`src/mmc_pkg.sv`:
```
`default_nettype none
package mmc_pkg;

  localparam logic [7:0] UNSET_DATA      = 8'hFF;
  localparam logic [7:0] READING_DATA    = 8'hFE;
  localparam logic [4:0] INHERIT_CHANNEL = 5'd16;
  localparam logic [7:0] DATA_MASK       = 8'h7F;
  localparam logic [7:0] STATUS_MASK     = 8'hF0;
  localparam logic [7:0] CHANNEL_MASK    = 8'h0F;

  localparam logic [3:0] KIND_NOTE_OFF   = 4'h8;
  localparam logic [3:0] KIND_NOTE_ON    = 4'h9;
  localparam logic [3:0] KIND_POLY_AT    = 4'hA;
  localparam logic [3:0] KIND_CTRL       = 4'hB;
  localparam logic [3:0] KIND_PROGRAM    = 4'hC;
  localparam logic [3:0] KIND_CHAN_AT    = 4'hD;
  localparam logic [3:0] KIND_PITCH_BEND = 4'hE;
  localparam logic [3:0] KIND_SYSTEM     = 4'hF;

  localparam logic [7:0] SYS_QUARTER_FRAME = 8'hF1;
  localparam logic [7:0] SYS_SONG_POSITION = 8'hF2;
  localparam logic [7:0] SYS_SONG_SELECT   = 8'hF3;
  localparam logic [7:0] SYS_TUNE_REQUEST  = 8'hF6;
  localparam logic [7:0] SYS_CLOCK         = 8'hF8;
  localparam logic [7:0] SYS_START         = 8'hFA;
  localparam logic [7:0] SYS_CONTINUE      = 8'hFB;
  localparam logic [7:0] SYS_STOP          = 8'hFC;
  localparam logic [7:0] SYS_ACTIVE_SENSE  = 8'hFE;
  localparam logic [7:0] SYS_RESET         = 8'hFF;

  typedef struct packed {
    logic       changing;
    logic [8:0] status_on_change;
    logic [8:0] status_on_stop;
    logic [7:0] manual_change_first;
    logic [7:0] manual_change_second;
    logic [7:0] manual_stop_first;
    logic [7:0] manual_stop_second;
    logic [4:0] device_channel;
    logic [3:0] module_channel;
    logic [7:0] device_data;
    logic [6:0] press_velocity;
    logic [6:0] reading;
  } in_t;

  typedef struct packed {
    logic [7:0] msg_byte;
    logic       last_byte;
  } out_t;

  typedef struct packed {
    logic [2:0][7:0] bytes;
    logic [1:0]      last_idx;
  } msg_t;

endpackage
`default_nettype wire

```
`src/mmc_front.sv`:
```
`default_nettype none
module mmc_front
  import mmc_pkg::*;
(
  input  in_t  item,
  output logic valid,
  output msg_t msg
);

  logic [8:0] st;
  logic [7:0] m0;
  logic [7:0] m1;
  logic [7:0] num;
  logic [7:0] vel;
  logic [7:0] rd;
  logic [3:0] ch;
  logic [3:0] kind;
  logic       sys_ok;
  logic [7:0] def0;
  logic [7:0] def1;

  function automatic logic [7:0] pick(input logic [7:0] manual, input logic [7:0] fallback,
                                      input logic [7:0] rdv);
    logic [7:0] r;
    if (manual == UNSET_DATA) begin
      r = fallback & DATA_MASK;
    end else if (manual == READING_DATA) begin
      r = rdv & DATA_MASK;
    end else begin
      r = manual & DATA_MASK;
    end
    return r;
  endfunction

  always_comb begin
    st   = item.changing ? item.status_on_change : item.status_on_stop;
    m0   = item.changing ? item.manual_change_first : item.manual_stop_first;
    m1   = item.changing ? item.manual_change_second : item.manual_stop_second;
    num  = (item.device_data == UNSET_DATA) ? 8'd0 : item.device_data;
    vel  = {1'b0, item.press_velocity};
    rd   = {1'b0, item.reading};
    ch   = (item.device_channel == INHERIT_CHANNEL) ? item.module_channel
                                                   : item.device_channel[3:0];
    kind = st[7:4];

    sys_ok = (st[7:0] == SYS_QUARTER_FRAME) || (st[7:0] == SYS_SONG_POSITION) ||
             (st[7:0] == SYS_SONG_SELECT) || (st[7:0] == SYS_TUNE_REQUEST) ||
             (st[7:0] == SYS_CLOCK) || (st[7:0] == SYS_START) ||
             (st[7:0] == SYS_CONTINUE) || (st[7:0] == SYS_STOP) ||
             (st[7:0] == SYS_ACTIVE_SENSE) || (st[7:0] == SYS_RESET);
    valid = !st[8] && st[7] && ((kind != KIND_SYSTEM) || sys_ok);

    def0 = num;
    def1 = num;
    msg.last_idx = 2'd2;
    msg.bytes[0] = (st[7:0] & STATUS_MASK) | {4'h0, ch & CHANNEL_MASK[3:0]};
    case (kind)
      KIND_NOTE_OFF, KIND_NOTE_ON: begin
        def1 = vel;
      end
      KIND_POLY_AT, KIND_CTRL: begin
        def1 = rd;
      end
      KIND_PROGRAM: begin
        msg.last_idx = 2'd1;
      end
      KIND_CHAN_AT: begin
        def0 = rd;
        msg.last_idx = 2'd1;
      end
      KIND_PITCH_BEND: begin
        def0 = rd;
        def1 = rd;
      end
      KIND_SYSTEM: begin
        msg.bytes[0] = st[7:0];
        if (st[7:0] == SYS_SONG_POSITION) begin
          def0 = rd;
          def1 = rd;
          msg.last_idx = 2'd2;
        end else if ((st[7:0] == SYS_QUARTER_FRAME) || (st[7:0] == SYS_SONG_SELECT)) begin
          msg.last_idx = 2'd1;
        end else begin
          msg.last_idx = 2'd0;
        end
      end
      default: begin
        def0 = num;
      end
    endcase
    msg.bytes[1] = pick(m0, def0, rd);
    msg.bytes[2] = pick(m1, def1, rd);
  end

endmodule
`default_nettype wire

```
`src/mmc_queue.sv`:
```
`default_nettype none
module mmc_queue
  import mmc_pkg::*;
#(
  parameter int DEPTH = 2
) (
  input  wire   clk,
  input  wire   rst_n,
  input  wire   push,
  input  msg_t  push_msg,
  input  wire   pop,
  output msg_t  head_msg,
  output logic  empty,
  output logic  full
);

  localparam int AW = (DEPTH > 1) ? $clog2(DEPTH) : 1;
  localparam int CW = $clog2(DEPTH + 1);
  localparam logic [AW-1:0] LAST_PTR = AW'(DEPTH - 1);
  localparam logic [CW-1:0] FULL_CNT = CW'(DEPTH);

  msg_t            mem [DEPTH];
  msg_t            head_r;
  logic [AW-1:0]   wr_ptr_r, wr_ptr_nxt;
  logic [AW-1:0]   rd_ptr_r, rd_ptr_nxt;
  logic [CW-1:0]   cnt_r, cnt_nxt;
  logic            do_push;
  logic            do_pop;

  assign empty    = (cnt_r == '0);
  assign full     = (cnt_r == FULL_CNT);
  assign do_push  = push && !full;
  assign do_pop   = pop && !empty;
  assign head_msg = head_r;

  always_comb begin
    wr_ptr_nxt = wr_ptr_r;
    rd_ptr_nxt = rd_ptr_r;
    cnt_nxt    = cnt_r;
    if (do_push) begin
      wr_ptr_nxt = (wr_ptr_r == LAST_PTR) ? '0 : wr_ptr_r + AW'(1);
    end
    if (do_pop) begin
      rd_ptr_nxt = (rd_ptr_r == LAST_PTR) ? '0 : rd_ptr_r + AW'(1);
    end
    if (do_push && !do_pop) begin
      cnt_nxt = cnt_r + CW'(1);
    end else if (do_pop && !do_push) begin
      cnt_nxt = cnt_r - CW'(1);
    end
  end

  // head register tracks the entry at the next read pointer, bypassing a same-cycle write
  always_ff @(posedge clk) begin
    if (do_push) begin
      mem[wr_ptr_r] <= push_msg;
    end
    if (do_push && (wr_ptr_r == rd_ptr_nxt)) begin
      head_r <= push_msg;
    end else begin
      head_r <= mem[rd_ptr_nxt];
    end
  end

  always_ff @(posedge clk) begin
    if (!rst_n) begin
      wr_ptr_r <= '0;
      rd_ptr_r <= '0;
      cnt_r    <= '0;
    end else begin
      wr_ptr_r <= wr_ptr_nxt;
      rd_ptr_r <= rd_ptr_nxt;
      cnt_r    <= cnt_nxt;
    end
  end

endmodule
`default_nettype wire

```
`src/mmc_back.sv`:
```
`default_nettype none
module mmc_back
  import mmc_pkg::*;
(
  input  wire   clk,
  input  wire   rst_n,
  input  wire   q_empty,
  input  msg_t  q_head,
  output logic  q_pop,
  output logic  out_valid,
  output out_t  out_data
);

  logic       cur_valid_r, cur_valid_nxt;
  msg_t       cur_r, cur_nxt;
  logic [1:0] idx_r, idx_nxt;
  logic       at_last;

  assign at_last            = (idx_r == cur_r.last_idx);
  assign q_pop              = (!cur_valid_r || at_last) && !q_empty;
  assign out_valid          = cur_valid_r;
  assign out_data.msg_byte  = cur_r.bytes[idx_r];
  assign out_data.last_byte = at_last;

  always_comb begin
    cur_valid_nxt = cur_valid_r;
    cur_nxt       = cur_r;
    idx_nxt       = idx_r;
    if (q_pop) begin
      cur_valid_nxt = 1'b1;
      cur_nxt       = q_head;
      idx_nxt       = 2'd0;
    end else if (cur_valid_r) begin
      if (at_last) begin
        cur_valid_nxt = 1'b0;
      end else begin
        idx_nxt = idx_r + 2'd1;
      end
    end
  end

  always_ff @(posedge clk) begin
    cur_r <= cur_nxt;
    if (!rst_n) begin
      cur_valid_r <= 1'b0;
      idx_r       <= 2'd0;
    end else begin
      cur_valid_r <= cur_valid_nxt;
      idx_r       <= idx_nxt;
    end
  end

endmodule
`default_nettype wire

```
`src/midi_message_composer_top.sv`:
```
// Takes one control event per start/!busy transaction and sends the resulting
// MIDI message as 1 to 3 bytes, one byte per cycle on out_valid, status byte
// first, last_byte on the final byte. The receiver cannot stall: every byte
// stands on the outputs for exactly one cycle. Events are classified as they
// are accepted and queued (QUEUE_DEPTH messages); busy is high only while the
// queue is full. The byte serializer sets the sustained event rate by the
// byte count of each message. An event with an unset or unsupported status
// is accepted and produces no bytes. When idle, an accepted event is first
// registered at the queue head, then loaded into the serializer for output.
`default_nettype none
module midi_message_composer_top
  import mmc_pkg::*;
#(
  parameter int QUEUE_DEPTH = 2
) (
  input  wire   clk,
  input  wire   rst_n,
  input  wire   start,
  output logic  busy,
  input  in_t   in_data,
  output logic  out_valid,
  output out_t  out_data
);

  logic q_full;
  logic q_empty;
  logic q_pop;
  logic msg_ok;
  msg_t front_msg;
  msg_t head_msg;

  assign busy = q_full;

  mmc_front u_front (
    .item  (in_data),
    .valid (msg_ok),
    .msg   (front_msg)
  );

  mmc_queue #(
    .DEPTH (QUEUE_DEPTH)
  ) u_queue (
    .clk      (clk),
    .rst_n    (rst_n),
    .push     (start && msg_ok),
    .push_msg (front_msg),
    .pop      (q_pop),
    .head_msg (head_msg),
    .empty    (q_empty),
    .full     (q_full)
  );

  mmc_back u_back (
    .clk       (clk),
    .rst_n     (rst_n),
    .q_empty   (q_empty),
    .q_head    (head_msg),
    .q_pop     (q_pop),
    .out_valid (out_valid),
    .out_data  (out_data)
  );

endmodule
`default_nettype wire
```
`config.mk`:
```
export PLATFORM = sky130hd
export DESIGN_NAME = midi_message_composer_top
export DESIGN_NICKNAME = d
export VERILOG_FILES = /design/src/mmc_pkg.sv /design/src/mmc_front.sv /design/src/mmc_queue.sv /design/src/mmc_back.sv /design/src/midi_message_composer_top.sv
export SDC_FILE = /design/constraint.sdc
export NUM_CORES = 1
export LEC_CHECK = 0
export BUFFER_PORTS_ARGS = -buffer_cell sky130_fd_sc_hd__buf_2
export CORE_ASPECT_RATIO = 0.9
export CORE_MARGIN = 1
export CORE_UTILIZATION = 30
export CTS_CLUSTER_DIAMETER = 150
export DETAILED_ROUTE_END_ITERATION = 16
export PLACE_DENSITY = 0.48
export RECOVER_POWER = 25
export SETUP_SLACK_MARGIN = 0.5
export SLEW_MARGIN = 20
export SYNTH_ARGS = -nofsm -noshare
export SYNTH_HDL_FRONTEND = slang
export SYNTH_SLANG_ARGS = --single-unit
```
`constraint.sdc`:
```
create_clock -name clk -period 2.1 [get_ports clk]
set_input_delay 0.21 -clock clk [delete_from_list [all_inputs] [get_ports clk]]
set_output_delay 0.21 -clock clk [all_outputs]
set_load 0.03 [all_outputs]
```
=== After elaboration in Yosys (flattened, before gate mapping) ===
Memories as Yosys holds them, arrays and structs flattened. A register that Yosys moved wholly into a read port is not among the register bits.
Cells that the tools add are included.

* Bits in registers: 33
* Memory bits (writable): 52
* Input port bits: 85
* Output and inout bits: 11
* Logic and storage cells: 108
* Memories: 1

* Add/sub/neg operators: 5
* $lt $le $gt $ge: 1
* Equal/unequal tests: 27
* Mux-type cells: 28
* Bitwise logic cells: 3
* Reduce and logical (&&, ||, !) cells: 34

{| class="wikitable"
|+ Memory list
! name !! words !! bits a word !! read ports !! clocked after memory_dff !! write ports !! RTL line !! source
|-
| u_queue.mem || 2 || 26 || 1 || 1 || 1 || mmc_queue.sv:22 || <nowiki>msg_t mem [DEPTH];</nowiki>
|}

{| class="wikitable"
|+ Operators with widths
! operator !! number
|-
| equality test 8 bit (second input constant) || 15
|-
| two-way mux 8 bit || 6
|-
| equality test 4 bit (second input constant) || 8
|-
| two-way mux 7 bit || 4
|-
| case mux 7 bit (3 select lines) || 1
|-
| binary-select mux 8 bit (select 2 bit) || 1
|-
| case mux 7 bit (2 select lines) || 1
|-
| logical OR 1 bit || 12
|-
| two-way mux 1 bit || 9
|-
| two-way mux 9 bit || 1
|-
| logical AND 1 bit || 8
|-
| bitwise OR 8 x 4 -> 8 bit || 1
|-
| OR reduction 2 bit || 4
|-
| zero test 1 bit || 6
|-
| two-way mux 2 bit || 3
|-
| equality test 5 bit (second input constant) || 1
|-
| adder 2 x 1 -> 2 bit (second input constant) || 2
|-
| two-way mux 4 bit || 1
|-
| inequality test 4 bit (second input constant) || 1
|-
| case mux 2 bit (2 select lines) || 1
|-
| < comparator 2 x 3 -> 1 bit (second input constant) || 1
|-
| OR reduction 3 bit || 1
|-
| adder 1 bit (second input constant) || 2
|-
| equality test 2 bit || 1
|-
| other kinds (6) || 7
|}

=== Logic depth before layout (Yosys ltp) ===
* Word-level depth: 19
* Depth in mapped cells: 9
* Mapped depth without buffers: 7

=== Hierarchy ===
From an unflattened synthesis, not the netlist that was laid out.

* Cell total of the unflattened synthesis: 379
* Area, all modules: 4703.3 µm²

{| class="wikitable"
|+ Modules (own cells, without submodules)
! module !! times used !! cells an instance !! area an instance (µm²) !! seq. area each (µm²)
|-
| mmc_queue || 1 || 105 || 2100.8 || 1661.6
|-
| mmc_front || 1 || 196 || 1443.9 || 0.0
|-
| mmc_back || 1 || 77 || 1152.4 || 840.8
|-
| midi_message_composer_top || 1 || 1 || 6.3 || 0.0
|}

=== Least setup slack after synthesis ===
Ideal clock, no wire load.

* Path kind: in2reg
* From: in in_data[81] in the netlist's numbering
* To: mem u_queue.mem[1][0] in the netlist's numbering (enable)
* Setup time: 0.383 ns
* Arrival: 1.845 ns
* Slack: -0.128 ns
* Stages: 5
* Buffers on the path: 1
* Cells stage by stage: buf_6 -> or3b_1 -> a211o_1 -> a41oi_2 -> and2_1

* Cells in the longest elaborated chain, start to end: 17
* Elaborated cells on any way between the ends: 29

{| class="wikitable"
|+ Ends and longest elaborated chain
! what !! RTL line !! source
|-
| start: declaration || midi_message_composer_top.sv:20 || <nowiki>input in_t in_data,</nowiki>
|-
| two-way mux 9 bit * || mmc_front.sv:36 || <nowiki>st = item.changing ? item.status_on_change : item.status_on_stop;</nowiki>
|-
| equality test 8 bit || mmc_front.sv:46 || <nowiki>sys_ok = (st[7:0] == SYS_QUARTER_FRAME) || (st[7:0] == SYS_SONG_POSITION) ||</nowiki>
|-
| logical OR 1 bit (2 in series) || mmc_front.sv:46 ||
|-
| logical OR 1 bit (2 in series) || mmc_front.sv:47 || <nowiki>(st[7:0] == SYS_SONG_SELECT) || (st[7:0] == SYS_TUNE_REQUEST) ||</nowiki>
|-
| logical OR 1 bit (2 in series) || mmc_front.sv:48 || <nowiki>(st[7:0] == SYS_CLOCK) || (st[7:0] == SYS_START) ||</nowiki>
|-
| logical OR 1 bit (2 in series) || mmc_front.sv:49 || <nowiki>(st[7:0] == SYS_CONTINUE) || (st[7:0] == SYS_STOP) ||</nowiki>
|-
| logical OR 1 bit || mmc_front.sv:50 || <nowiki>(st[7:0] == SYS_ACTIVE_SENSE) || (st[7:0] == SYS_RESET);</nowiki>
|-
| logical OR 1 bit || mmc_front.sv:51 || <nowiki>valid = !st[8] && st[7] && ((kind != KIND_SYSTEM) || sys_ok);</nowiki>
|-
| logical AND 1 bit * || mmc_front.sv:51 ||
|-
| logical AND 1 bit * || midi_message_composer_top.sv:45 || <nowiki>.push (start && msg_ok),</nowiki>
|-
| logical AND 1 bit * || mmc_queue.sv:32 || <nowiki>assign do_push = push && !full;</nowiki>
|-
| net u_queue.do_push || mmc_queue.sv:27 || <nowiki>logic do_push;</nowiki>
|-
| two-way mux 1 bit * || mmc_queue.sv:55 || <nowiki>if (do_push) begin</nowiki>
|-
| two-way mux 1 bit (not written as such) * || mmc_queue.sv:56 || <nowiki>mem[wr_ptr_r] <= push_msg;</nowiki>
|-
| end: declaration || mmc_queue.sv:22 ||
|}

Mark *: on every way through the listed nets, which the timed path passes. The rest lies on a longest branch.

=== Worst setup path in the final report ===
* From: reg u_queue.cnt_r[1]
* To: mem u_queue.mem[1][24] in the netlist's numbering (enable)

* Cells in the longest elaborated chain, start to end: 5

{| class="wikitable"
|+ Ends and longest elaborated chain
! what !! RTL line !! source
|-
| start: declaration || mmc_queue.sv:26 || <nowiki>logic [CW-1:0] cnt_r, cnt_nxt;</nowiki>
|-
| start signal: assignment || mmc_queue.sv:73 || <nowiki>cnt_r <= cnt_nxt;</nowiki>
|-
| equality test 2 bit || mmc_queue.sv:31 || <nowiki>assign full = (cnt_r == FULL_CNT);</nowiki>
|-
| zero test 1 bit || mmc_queue.sv:32 ||
|-
| logical AND 1 bit || mmc_queue.sv:32 ||
|-
| net u_queue.do_push || mmc_queue.sv:27 ||
|-
| two-way mux 1 bit || mmc_queue.sv:55 ||
|-
| two-way mux 1 bit (not written as such) || mmc_queue.sv:56 ||
|}

The timed path passes the listed nets, and every way through them passes these cells.

==> flow_summary.html <==
<table>
<tr><th>Metric</th><th>Value</th></tr>
<tr><th colspan="2">Die</th></tr>
<tr><td>Initial Util</td><td>a little under a third</td></tr>
<tr><td>Die Footprint</td><td>14500 um^2</td></tr>
<tr><td>IO Count</td><td>96</td></tr>
<tr><td>Height of the die</td><td>114 um</td></tr>
<tr><td>Core ar.</td><td>between 10000 and 15000 um^2</td></tr>
<tr><td>Count of standard-cell rows</td><td>40</td></tr>
<tr><td>Horizontal die dimension</td><td>127 um</td></tr>
<tr><th colspan="2">Synthesis</th></tr>
<tr><td>Async set-or-reset flop fraction in the synthesized netlist</td><td>0%</td></tr>
<tr><td>Main synth FF type</td><td>edfxtp_1</td></tr>
<tr><td>Synth area leaders</td><td>edfxtp_1, mux2_2, mux2i_1</td></tr>
<tr><td>Cell type with the largest total area after synthesis</td><td>edfxtp_1</td></tr>
<tr><td>Syn Inst Count</td><td>about 340</td></tr>
<tr><td>Distinct cells, synth</td><td>60</td></tr>
<tr><td>Synthesized flop and latch total</td><td>80</td></tr>
<tr><td>Yosys warning count</td><td>0</td></tr>
<tr><td>Area share of the largest cell type after synthesis</td><td>between 50% and 60%</td></tr>
<tr><td>Synth Area per Inst</td><td>approximately 12 um^2</td></tr>
<tr><td>Post-synthesis instance area</td><td>4200 um^2</td></tr>
<tr><td>Syn nets</td><td>about 430</td></tr>
<tr><td>Number of flops mapped to enable cells by yosys</td><td>72</td></tr>
<tr><td>Sequential cell area fraction in the yosys report</td><td>55.3%</td></tr>
<tr><th colspan="2">Routing</th></tr>
<tr><td>Post-route ant nets</td><td>0</td></tr>
<tr><td>Routed WL per cell</td><td>~17 um</td></tr>
<tr><td>DRC violation count after routing</td><td>0</td></tr>
<tr><td>Length of the first detailed-routing pass in iterations</td><td>4</td></tr>
<tr><td>Final Routed Wirelength</td><td>roughly 11000 um</td></tr>
<tr><td>Number of DRC violations after detailed-routing iteration 0</td><td>100</td></tr>
<tr><td>Average via count per standard cell</td><td>4.97</td></tr>
<tr><td>Count of vias placed by the detailed router</td><td>roughly 3.3k</td></tr>
<tr><th colspan="2">Global routing</th></tr>
<tr><td>Largest net degree at the start of global routing</td><td>25</td></tr>
<tr><td>Vias in the first global route</td><td>around 3.2k</td></tr>
<tr><td>Initial antenna violation count</td><td>0</td></tr>
<tr><td>Total gr overflow</td><td>0</td></tr>
<tr><td>Global-route wire length before repair</td><td>between 15000 and 20000 um</td></tr>
<tr><td>Total global-route track usage</td><td>between 10% and 20%</td></tr>
<tr><th colspan="2">Clock tree</th></tr>
<tr><td>Clock tree buffer depth</td><td>2</td></tr>
<tr><td>Latest clock arrival within the worst-skew pair</td><td>between 300 and 400 ps</td></tr>
<tr><td>Hold-fix buffer count after cts</td><td>0</td></tr>
<tr><td>CTS H-tree depth</td><td>3</td></tr>
<tr><td>Clock tree from TritonCTS</td><td>yes</td></tr>
<tr><td>Root buffer cell</td><td>clkbuf_16</td></tr>
<tr><td>Count of clock tree sinks</td><td>80</td></tr>
<tr><td>Total CTS buffers</td><td>9</td></tr>
<tr><td>CTS clk-pin slew, worst paths</td><td>~60 ps</td></tr>
<tr><th colspan="2">Pwr</th></tr>
<tr><td>Power, Total</td><td>6.28 mW</td></tr>
<tr><td>Largest vdd supply drop</td><td>~520 uV</td></tr>
<tr><td>Total power per unit cell area</td><td>1040 nW/um^2</td></tr>
<tr><td>Static leakage power</td><td>2.37 nW</td></tr>
<tr><th colspan="2">STA</th></tr>
<tr><td>Hold Vio Cnt, Final</td><td>0</td></tr>
<tr><td>Final Max Tran Viols</td><td>0</td></tr>
<tr><td>Share of the cycle needed by the critical path after routing</td><td>between 80% and 90%</td></tr>
<tr><td>Final clock skew</td><td>4.24 ps</td></tr>
<tr><td>Worst Max-Slew Pin Slew</td><td>about 650 ps</td></tr>
<tr><td>Total Neg Setup Slack</td><td>0 ps</td></tr>
<tr><td>Least setup slack across all paths after layout</td><td>approximately 340 ps</td></tr>
<tr><td>Remaining max-slew budget at the tightest pin</td><td>a little under three fifths</td></tr>
<tr><td>Unrepaired setup endpoints after global routing</td><td>true</td></tr>
<tr><td>Setup-failing EPs final</td><td>0</td></tr>
<tr><td>Highest achievable clock rate</td><td>about 570 MHz</td></tr>
<tr><td>Minimum clock period after layout</td><td>1760 ps</td></tr>
<tr><th colspan="2">Critical path</th></tr>
<tr><td>Critical path's top delay family</td><td>compound AO/OA/AOI/OAI gates</td></tr>
<tr><td>Setup slack of the worst register-to-register path</td><td>~340 ps</td></tr>
<tr><td>Kind of capture point of the worst setup path</td><td>flop</td></tr>
<tr><td>Critical-path cell with the highest stage delay</td><td>dfxtp_1</td></tr>
<tr><td>R2r startpoint</td><td>u_queue.cnt_r[1]</td></tr>
<tr><td>Worst R2R End</td><td>u_queue.mem[1][24]</td></tr>
<tr><td>Sequence of cells on the critical path</td><td>nor2b_4, a211o_1, a41oi_2, buf_4, and2_4, clkbuf_16</td></tr>
<tr><td>Critical path class</td><td>flop to flop</td></tr>
<tr><td>Reg2reg path depth</td><td>6</td></tr>
<tr><td>Worst stage delay on the critical path</td><td>~310 ps</td></tr>
<tr><td>Highest fanout seen on the critical path</td><td>5</td></tr>
<tr><td>Worst path buffer plus inverter count</td><td>2</td></tr>
<tr><td>Startpoint class of the critical path</td><td>flop</td></tr>
<tr><td>CP Data Arrival Time</td><td>1800 ps</td></tr>
<tr><td>Data required time of the worst path</td><td>2140 ps</td></tr>
<tr><th colspan="2">Outcome</th></tr>
<tr><td>Status</td><td>completed</td></tr>
<tr><th colspan="2">Placed design</th></tr>
<tr><td>Post-place setup slack</td><td>-59.8 ps</td></tr>
<tr><td>Placed instance area</td><td>around 5200 um^2</td></tr>
<tr><td>I/O Buffers</td><td>between 90 and 100</td></tr>
<tr><td>Half-perimeter wire length after placement</td><td>between 8000 and 9000 um</td></tr>
<tr><td>Routability Congestion</td><td>approximately 0.86</td></tr>
<tr><th colspan="2">Cells and area</th></tr>
<tr><td>Syn-to-layout area delta</td><td>44.0%</td></tr>
<tr><td>Layout net count</td><td>between 500 and 600</td></tr>
<tr><td>Commonest cells after routing, fill and taps aside</td><td>buf_2, edfxtp_1, buf_4, nand2_1, mux2i_1</td></tr>
<tr><td>Final design area excluding fillers</td><td>about 6000 um^2</td></tr>
<tr><td>Fraction of final layout cells sized beyond drive strength 1</td><td>~45%</td></tr>
<tr><td>Leading cell type in the layout, fill and taps excluded</td><td>buf_2</td></tr>
<tr><td>Diodes inserted</td><td>0</td></tr>
<tr><td>Final-layout fill cell count</td><td>1254</td></tr>
<tr><th colspan="2">Run</th></tr>
<tr><td>Number of max-capacitance violations reported</td><td>0</td></tr>
<tr><th colspan="2">Min path</th></tr>
<tr><td>Depth of the worst hold-timing path</td><td>2</td></tr>
<tr><td>Hold-critical path endpoint</td><td>u_queue.wr_ptr_r</td></tr>
<tr><td>Worst min-delay path class</td><td>primary input to flop</td></tr>
<tr><td>Launch point of the worst hold path</td><td>rst_n</td></tr>
</table>
synthesized netlist by cell type, drive strengths merged, types with 11 or more instances:
master / count
nor2: 16
mux2i: 24
and2: 12
mux2: 27
edfxtp: 72
o21ai: 13
a21oi: 11
nand4: 12
nand2: 22
registers in the layout, summed over array words and instances (netlist names), named ones only:
| signal | cells |
|---|---|
| u_back.cur_r | 24 |
| u_queue.wr_ptr_r | 1 |
| u_back.out_valid | 1 |
| u_back.idx_r | 2 |
| u_queue.rd_ptr_r | 1 |
| u_queue.cnt_r | 2 |
| u_queue.mem | 48 |
report_power, final:
group	leakage, nW	switching [mW]	total [mW]	internal [mW]
logic	1.48	1.19	2.27	1.08
clock network	0.166	0.591	1.75	1.16
registers	0.728	0.112	2.26	2.15
final cells by class:
cell class                 count  area [um^2]  area share [%]
tap                          168          210            3.48
clock buffer                   9          225            3.72
inverter                       8         47.5           0.786
sequential                    80         2330            38.5
multi-input combinational    240         1930            31.9
clock inverter                 7          120            1.99
timing repair buffer         154         1180            19.6
repair_timing:
item                       in CTS  in global routing
buffers inserted                9                  3
gates resized for setup        36                 41
pin swaps                       7                 13
gates cloned                    2                  7
setup endpoints to repair     109                109
through the flow:
step	hold WS, ps	util [%]	cells
2_1_floorplan	328	-	342
3_3_place_gp	443	38.2	629
3_5_place_dp	447	38.2	629
4_1_cts	176	42.7	656
5_1_grt	185	44.8	666
6_report	190	44.8	666
layer usage:
metal,wire length (um),up-vias,track usage (%)
met5,0,-,0
met4,91,0,3.73
met3,501,6,3.22
met2,5120,108,24.0
met1,5530,1568,22.5
li1,-,1630,-
worst max path at each step:
stage | start | endpoint | cells after the start
2_1_floorplan | in_data[81] | u_queue.cnt_r[1] | 7
3_3_place_gp | in_data[81] | u_queue.mem[0][16] | 7
3_5_place_dp | in_data[81] | u_queue.cnt_r[1] | 9
4_1_cts | u_queue.cnt_r[1] | u_queue.cnt_r[1] | 6
5_1_grt | u_queue.cnt_r[1] | u_queue.cnt_r[1] | 6
6_report | u_queue.cnt_r[1] | u_queue.mem[1][24] | 6
kinds of logic after synthesis:
logic type,Yosys count,share of synthesized area (%)
AND/OR/NAND/NOR,102,13.8
flip-flops,80,55.3
AO/OA/AOI/OAI,79,13.6
multiplexers,51,13.0
buffers and inverters,22,2.56
XOR/XNOR,7,1.46
adder cells (fa/ha/maj),1,0.298
Power figures use the tool's default switching activity.
